### src/sv/sbda_pkg.sv
// Shared constants and controller/datapath interface types for the decimal ASCII converter.
package sbda_pkg;

   localparam logic [7:0] CHAR_MINUS = 8'd45;
   localparam logic [7:0] CHAR_ZERO  = 8'd48;
   localparam logic [3:0] BCD_LIMIT  = 4'd5;
   localparam logic [3:0] BCD_ADJUST = 4'd3;

   typedef struct packed {
      logic load;        // capture the input value and clear the BCD register
      logic conv_step;   // one shift-and-add-3 step
      logic digit_shift; // drop the top BCD digit
      logic sign_out;    // load a minus sign into the output register
      logic digit_out;   // load the top digit into the output register
      logic digit_last;  // the digit being loaded ends the number's text
   } sbda_cmd_type;

   typedef struct packed {
      logic negative;
      logic top_zero;
      logic out_free;
   } sbda_status_type;

endpackage

### src/sv/signed_binary_to_decimal_ascii.sv
// Top level of the signed binary to decimal ASCII converter.
//
//   Channel   Ports                                       Direction
//   request   req_valid, req_stall, req_value             in (stall out)
//   response  rsp_valid, rsp_stall, rsp_character, rsp_last  out (stall in)
//
// One transaction runs a load, VALUE_BITS double-dabble steps, one shift per dropped leading
// zero, a step to leave the zero skip and one step per emitted character, with a minus sign
// emitted first for a negative value.
// The shift-and-add-3 loop over the BCD register sets the conversion time.
// Reset is synchronous and active high; it clears the controller and the output valid.
// A response stall holds the output register and pauses emission; a new request is
// taken only once the previous number's last character is in the output register.
module signed_binary_to_decimal_ascii #(
   parameter int VALUE_BITS = 32
) (
   input  logic                  clock,
   input  logic                  reset,
   input  logic                  req_valid,
   output logic                  req_stall,
   input  logic [VALUE_BITS-1:0] req_value,
   output logic                  rsp_valid,
   input  logic                  rsp_stall,
   output logic [7:0]            rsp_character,
   output logic                  rsp_last
);
   import sbda_pkg::*;

   // Decimal digits of 2^(VALUE_BITS-1), the largest magnitude.
   localparam int DIGITS = ((VALUE_BITS - 1) * 30103) / 100000 + 1;

   sbda_cmd_type    cmd;
   sbda_status_type status;

   sbda_ctrl #(
      .VALUE_BITS(VALUE_BITS),
      .DIGITS    (DIGITS)
   ) u_ctrl (
      .clock    (clock),
      .reset    (reset),
      .req_valid(req_valid),
      .req_stall(req_stall),
      .status   (status),
      .cmd      (cmd)
   );

   sbda_datapath #(
      .VALUE_BITS(VALUE_BITS),
      .DIGITS    (DIGITS)
   ) u_datapath (
      .clock        (clock),
      .reset        (reset),
      .value        (req_value),
      .cmd          (cmd),
      .status       (status),
      .rsp_valid    (rsp_valid),
      .rsp_stall    (rsp_stall),
      .rsp_character(rsp_character),
      .rsp_last     (rsp_last)
   );

endmodule

### src/sv/sbda_datapath.sv
// Datapath: magnitude register, double-dabble BCD register and the output register.
module sbda_datapath #(
   parameter int VALUE_BITS = 32,
   parameter int DIGITS     = 10
) (
   input  logic                     clock,
   input  logic                     reset,
   input  logic [VALUE_BITS-1:0]    value,
   input  sbda_pkg::sbda_cmd_type   cmd,
   output sbda_pkg::sbda_status_type status,
   output logic                     rsp_valid,
   input  logic                     rsp_stall,
   output logic [7:0]               rsp_character,
   output logic                     rsp_last
);
   import sbda_pkg::*;

   localparam int BCD_BITS = 4 * DIGITS;

   logic [VALUE_BITS-1:0] mag_ff, mag_in;
   logic [BCD_BITS-1:0]   bcd_ff, bcd_in;
   logic [BCD_BITS-1:0]   bcd_adj;
   logic                  neg_ff, neg_in;
   logic                  valid_ff, valid_in;
   logic [7:0]            char_ff, char_in;
   logic                  last_ff, last_in;
   logic [3:0]            top_digit;
   logic                  out_free;

   assign top_digit = bcd_ff[BCD_BITS-1 -: 4];
   assign out_free  = !valid_ff || !rsp_stall;

   // Add-3 correction on every digit that is five or more, ahead of the shift.
   always_comb begin
      for (int d = 0; d < DIGITS; d++) begin
         if (bcd_ff[4*d +: 4] >= BCD_LIMIT) begin
            bcd_adj[4*d +: 4] = bcd_ff[4*d +: 4] + BCD_ADJUST;
         end else begin
            bcd_adj[4*d +: 4] = bcd_ff[4*d +: 4];
         end
      end
   end

   always_comb begin
      mag_in = mag_ff;
      bcd_in = bcd_ff;
      neg_in = neg_ff;
      if (cmd.load) begin
         neg_in = value[VALUE_BITS-1];
         // The negated most negative value reads correctly as an unsigned magnitude.
         mag_in = value[VALUE_BITS-1] ? (~value + VALUE_BITS'(1)) : value;
         bcd_in = '0;
      end else if (cmd.conv_step) begin
         bcd_in = {bcd_adj[BCD_BITS-2:0], mag_ff[VALUE_BITS-1]};
         mag_in = {mag_ff[VALUE_BITS-2:0], 1'b0};
      end else if (cmd.digit_shift) begin
         bcd_in = {bcd_ff[BCD_BITS-5:0], 4'd0};
      end
   end

   always_comb begin
      valid_in = valid_ff;
      char_in  = char_ff;
      last_in  = last_ff;
      if (cmd.sign_out) begin
         valid_in = 1'b1;
         char_in  = CHAR_MINUS;
         last_in  = 1'b0;
      end else if (cmd.digit_out) begin
         valid_in = 1'b1;
         char_in  = CHAR_ZERO + {4'd0, top_digit};
         last_in  = cmd.digit_last;
      end else if (!rsp_stall) begin
         valid_in = 1'b0;
      end
   end

   always_ff @(posedge clock) begin
      if (reset) begin
         valid_ff <= 1'b0;
      end else begin
         valid_ff <= valid_in;
      end
      mag_ff  <= mag_in;
      bcd_ff  <= bcd_in;
      neg_ff  <= neg_in;
      char_ff <= char_in;
      last_ff <= last_in;
   end

   assign status.negative = neg_ff;
   assign status.top_zero = (top_digit == 4'd0);
   assign status.out_free = out_free;

   assign rsp_valid     = valid_ff;
   assign rsp_character = char_ff;
   assign rsp_last      = last_ff;

endmodule

### src/sv/sbda_ctrl.sv
// Controller state machine: sequences load, conversion steps, sign and digit emission.
module sbda_ctrl #(
   parameter int VALUE_BITS = 32,
   parameter int DIGITS     = 10
) (
   input  logic                      clock,
   input  logic                      reset,
   input  logic                      req_valid,
   output logic                      req_stall,
   input  sbda_pkg::sbda_status_type status,
   output sbda_pkg::sbda_cmd_type    cmd
);
   import sbda_pkg::*;

   localparam int BIT_W = $clog2(VALUE_BITS + 1);
   localparam int DIG_W = $clog2(DIGITS + 1);

   localparam logic [2:0] ST_IDLE = 3'd0;
   localparam logic [2:0] ST_CONV = 3'd1;
   localparam logic [2:0] ST_SIGN = 3'd2;
   localparam logic [2:0] ST_SKIP = 3'd3;
   localparam logic [2:0] ST_EMIT = 3'd4;

   logic [2:0]       state_ff, state_in;
   logic [BIT_W-1:0] bit_cnt_ff, bit_cnt_in;
   logic [DIG_W-1:0] dig_cnt_ff, dig_cnt_in;
   logic             one_digit_left;

   assign req_stall      = (state_ff != ST_IDLE);
   assign one_digit_left = (dig_cnt_ff == DIG_W'(1));

   always_comb begin
      state_in   = state_ff;
      bit_cnt_in = bit_cnt_ff;
      dig_cnt_in = dig_cnt_ff;
      cmd        = '0;
      case (state_ff)
         ST_IDLE: begin
            if (req_valid) begin
               cmd.load   = 1'b1;
               bit_cnt_in = BIT_W'(VALUE_BITS);
               state_in   = ST_CONV;
            end
         end
         ST_CONV: begin
            cmd.conv_step = 1'b1;
            bit_cnt_in    = bit_cnt_ff - BIT_W'(1);
            if (bit_cnt_ff == BIT_W'(1)) begin
               dig_cnt_in = DIG_W'(DIGITS);
               state_in   = status.negative ? ST_SIGN : ST_SKIP;
            end
         end
         ST_SIGN: begin
            if (status.out_free) begin
               cmd.sign_out = 1'b1;
               state_in     = ST_SKIP;
            end
         end
         ST_SKIP: begin
            // Leading zeros are dropped, but the units digit always stays.
            if (status.top_zero && !one_digit_left) begin
               cmd.digit_shift = 1'b1;
               dig_cnt_in      = dig_cnt_ff - DIG_W'(1);
            end else begin
               state_in = ST_EMIT;
            end
         end
         ST_EMIT: begin
            if (status.out_free) begin
               cmd.digit_out   = 1'b1;
               cmd.digit_last  = one_digit_left;
               cmd.digit_shift = 1'b1;
               dig_cnt_in      = dig_cnt_ff - DIG_W'(1);
               if (one_digit_left) begin
                  state_in = ST_IDLE;
               end
            end
         end
         default: begin
            state_in = ST_IDLE;
         end
      endcase
   end

   always_ff @(posedge clock) begin
      if (reset) begin
         state_ff   <= ST_IDLE;
         bit_cnt_ff <= '0;
         dig_cnt_ff <= '0;
      end else begin
         state_ff   <= state_in;
         bit_cnt_ff <= bit_cnt_in;
         dig_cnt_ff <= dig_cnt_in;
      end
   end

endmodule
### config.mk
export PLATFORM = sky130hd
export DESIGN_NAME = signed_binary_to_decimal_ascii
export DESIGN_NICKNAME = d
export VERILOG_FILES = /design/src/sv/sbda_pkg.sv /design/src/sv/signed_binary_to_decimal_ascii.sv /design/src/sv/sbda_datapath.sv /design/src/sv/sbda_ctrl.sv
export SDC_FILE = /design/constraint.sdc
export NUM_CORES = 1
export LEC_CHECK = 0
export ABC_AREA = 1
export ABC_CLOCK_PERIOD_IN_PS = 2400
export BUFFER_PORTS_ARGS = -buffer_cell sky130_fd_sc_hd__buf_2
export CORE_UTILIZATION = 45
export DETAILED_ROUTE_END_ITERATION = 10
export GPL_ROUTABILITY_DRIVEN = 1
export RECOVER_POWER = 25
export SLEW_MARGIN = 5
export SYNTH_ARGS = -nofsm -noshare
export SYNTH_HDL_FRONTEND = slang
export SYNTH_SLANG_ARGS = --single-unit
export TNS_END_PERCENT = 50
### constraint.sdc
create_clock -name clock -period 2.4 [get_ports clock]
set_input_delay 0.12 -clock clock [delete_from_list [all_inputs] [get_ports clock]]
set_output_delay 0.12 -clock clock [all_outputs]
set_load 0.005 [all_outputs]
==> out/results.ini <==
[floorplanning]
dieArea_um2 = 13800
die-height_um = 117
rows = 41
start_util = 0.467
core-area_um2 = 12800
dieWidth_um = 117
pin_count = 47

[cts]
clockBufferDepth = 2
clock_sinks = 93
postCtsSetupRepairBufs = 0
htreeDepth = 3
path_clk_slew_ns = 0.06
ctsResizeCount = 0
cts_root_buffer = clkbuf_16
cts_tree = built
clk_latency_ns = 0.34
cts_hold_buf = 0
cts_inserted_buffers = 9

[global_routing]
grt_pass1_wl_um = 22900
first_global_vias = 5031
global_route.usage.met3 = 0.0438
grt_max_degree = 50
grt_use_met2 = 0.349
overflow = 0
grt.busiest_layer = met2
grtUsageTotal = 0.202
antenna_found_initial = 0
globalRouteMet1Util = 0.250

[min_path]
hp-start = reset
worstHoldPathCells = 2
holdPathEnd = u_ctrl.dig_cnt_ff[2]
hold_path.class = in -> reg

[finish]
diodes = 0
layout-drive-gt1-share = 0.0982
seq_area_um2 = 2190
final_cells = 1058
syn_to_final_growth_pct = 9.39
final_common_cell = nand2_1
fin_util = 0.511
nets = 943
multi_input_area_um2 = 3210
final.fill_count = 1320
final_cell_mix = 180 x nand2_1, 106 x o21ai_0, 100 x nor2_1, 93 x inv_1, 65 x nand3_1

[synth]
ys_seq_area_frac = 0.366
ys_ff_latch = 93
postSynthAreaPerCell_um2 = 7.02
netlist_area_um2 = 5990
synthCells = 854
yosysUniqueCellTypes = 41
ys.warnings.count = 0

[place]
dp_cells = 1042
numPortBuffers = 43
post-place-ws_ns = 0.402
gp_congestion = 0.849
hpwl_um = 9610

[critical_path]
cp_top_family = simple AND/OR/NAND/NOR gates
r2r_cells = 7
cp_slowest_stage_delay_ns = 0.48
crit_chain = nor2_1, nand2_1, nor2_1, clkinv_1, clkbuf_2, nand2_1, o21ai_0
cp_slowest_cell = clkbuf_2
path_class = reg -> reg
worstPathRequired_ns = 2.46
worst_r2r_startpoint = u_ctrl.state_ff[0]
crit_buf_inv = 2
worst_setup_path_start_kind = register
endpoint_kind = register
rrSetupSlack_ns = 0.29
critPathArrivalTime_ns = 2.17
reg2reg_to = u_datapath.mag_ff[12]
critPathMaxFanout = 45

[timing]
worst_hold_slack_ns = 0.0879
slew_headroom = 0.304
rsz0062_at_grt = no
fmaxAchievable_ghz = 0.475
post-route-min-period_ns = 2.11
max_slew.worst_pin.slew_ns = 1.04
final-hold-violation-count = 0
drv_slew = 0
worst_slack_ns = 0.293
clock_skew_ns = 0.00692
final-setup-viol-count = 0
final.period_utilization = 0.878
tns_ns = 0

[routing]
drc = 0
vias = 5475
antenna_left = 0
routed_wl_um = 13500
first_pass_iters = 5
routedWlPerCell_um = 12.7
dr.first_iter.drc_count = 352
viasPerCell = 5.17

[power]
pwr_density_cell_nw_per_um2 = 1320
ir_worst_vdd_uv = 634
p_leak_nw = 2.89

[status]
status = completed

[flow_run]
cap_viol_max_count = 0

==> how the worst max path moves through the flow <==
stage,from,end,slack [ns],cells after the start
finish,u_ctrl.state_ff[0],u_datapath.mag_ff[12],0.29,7
global placement,u_ctrl.dig_cnt_ff[1],u_datapath.bcd_ff[38],0.47,10
detailed placement,u_ctrl.dig_cnt_ff[1],u_datapath.bcd_ff[21],0.40,10
floorplan,u_ctrl.state_ff[0],u_datapath.mag_ff[0],0.47,5
global route,req_value[31],u_datapath.mag_ff[30],0.06,8
CTS,u_ctrl.dig_cnt_ff[1],u_datapath.bcd_ff[21],0.39,10
==> cell type report <==
cell class	count	area share
Multi-Input combinational cell	629	0.490
Sequential cell	93	0.334
Inverter	98	0.0569
Clock buffer	13	0.0445
Timing Repair Buffer	50	0.0391
Tap cell	172	0.0328
Clock inverter	3	0.00229
==> sequential cells by signal, summed over array words and instances (netlist names) <==
register and count:
u_datapath.rsp_valid 1, u_datapath.mag_ff 32, u_datapath.neg_ff 1, u_ctrl.state_ff 3, u_datapath.bcd_ff 40, u_ctrl.bit_cnt_ff 6, u_datapath.rsp_last 1, u_datapath.rsp_character 5
u_ctrl.dig_cnt_ff 4
==> per-stage QoR <==
step	area, um^2	power [mW]
final	6560	8.65
after global routing	6560	9.50
after CTS	6580	8.74
after detailed placement	6270	7.24
after global placement	6270	7.11
after floorplan	6000	6.41
==> per-layer routing <==
metal | part of all wire | wire [um] | up-vias
li1 | - | - | 2874
met1 | 0.47 | 6330 | 2462
met2 | 0.48 | 6450 | 132
met3 | 0.043 | 576 | 7
met4 | 0.0078 | 105 | 0
met5 | 0 | 0 | -
==> report_power, final <==
group | switching [mW] | internal [mW]
clock | 0.598 | 0.846
combinational | 2.79 | 1.43
sequential | 0.437 | 2.55
total | 3.83 | 4.82
==> worst register-to-register path: stages, from the launching register on <==
cell	delay, ns
dfxtp_1	0.36
nor2_1	0.24
nand2_1	0.12
nor2_1	0.16
clkinv_1	0.13
clkbuf_2	0.48
nand2_1	0.24
o21ai_0	0.10
==> synth_stat cells, drive strengths merged <==
| cell | count | area, um^2 |
|---|---|---|
| a21oi | 54 | 300 |
| a22oi | 5 | 37.5 |
| a31oi | 2 | 12.5 |
| and2 | 1 | 6.26 |
| buf | 20 | 156 |
| clkbuf | 15 | 57.6 |
| conb | 2 | 7.51 |
| dfxtp | 60 | 1200 |
| edfxtp | 33 | 991 |
| ha | 26 | 325 |
| inv | 98 | 373 |
| mux2i | 2 | 20.0 |
| nand2 | 187 | 729 |
| nand3 | 67 | 345 |
| nand3b | 1 | 7.51 |
| nand4 | 11 | 68.8 |
| nor2 | 100 | 380 |
| nor3 | 3 | 15.0 |
| o211ai | 6 | 50.1 |
| o21a | 2 | 15.0 |
| o21ai | 130 | 651 |
| o22ai | 2 | 12.5 |
| o311a | 1 | 10.0 |
| o31ai | 2 | 15.0 |
| or2 | 2 | 12.5 |
| xnor2 | 7 | 61.3 |
| xor2 | 15 | 131 |
==> cells by family after synthesis <==
group / share of synthesized area
AO/OA/AOI/OAI: 0.184
multiplexers: 0.00334
flip-flops: 0.366
adder cells (fa/ha/maj): 0.0543
AND/OR/NAND/NOR: 0.261
buffers and inverters: 0.0979
other: 0.00125
XOR/XNOR: 0.0322
(Power assumes the default switching activity.)
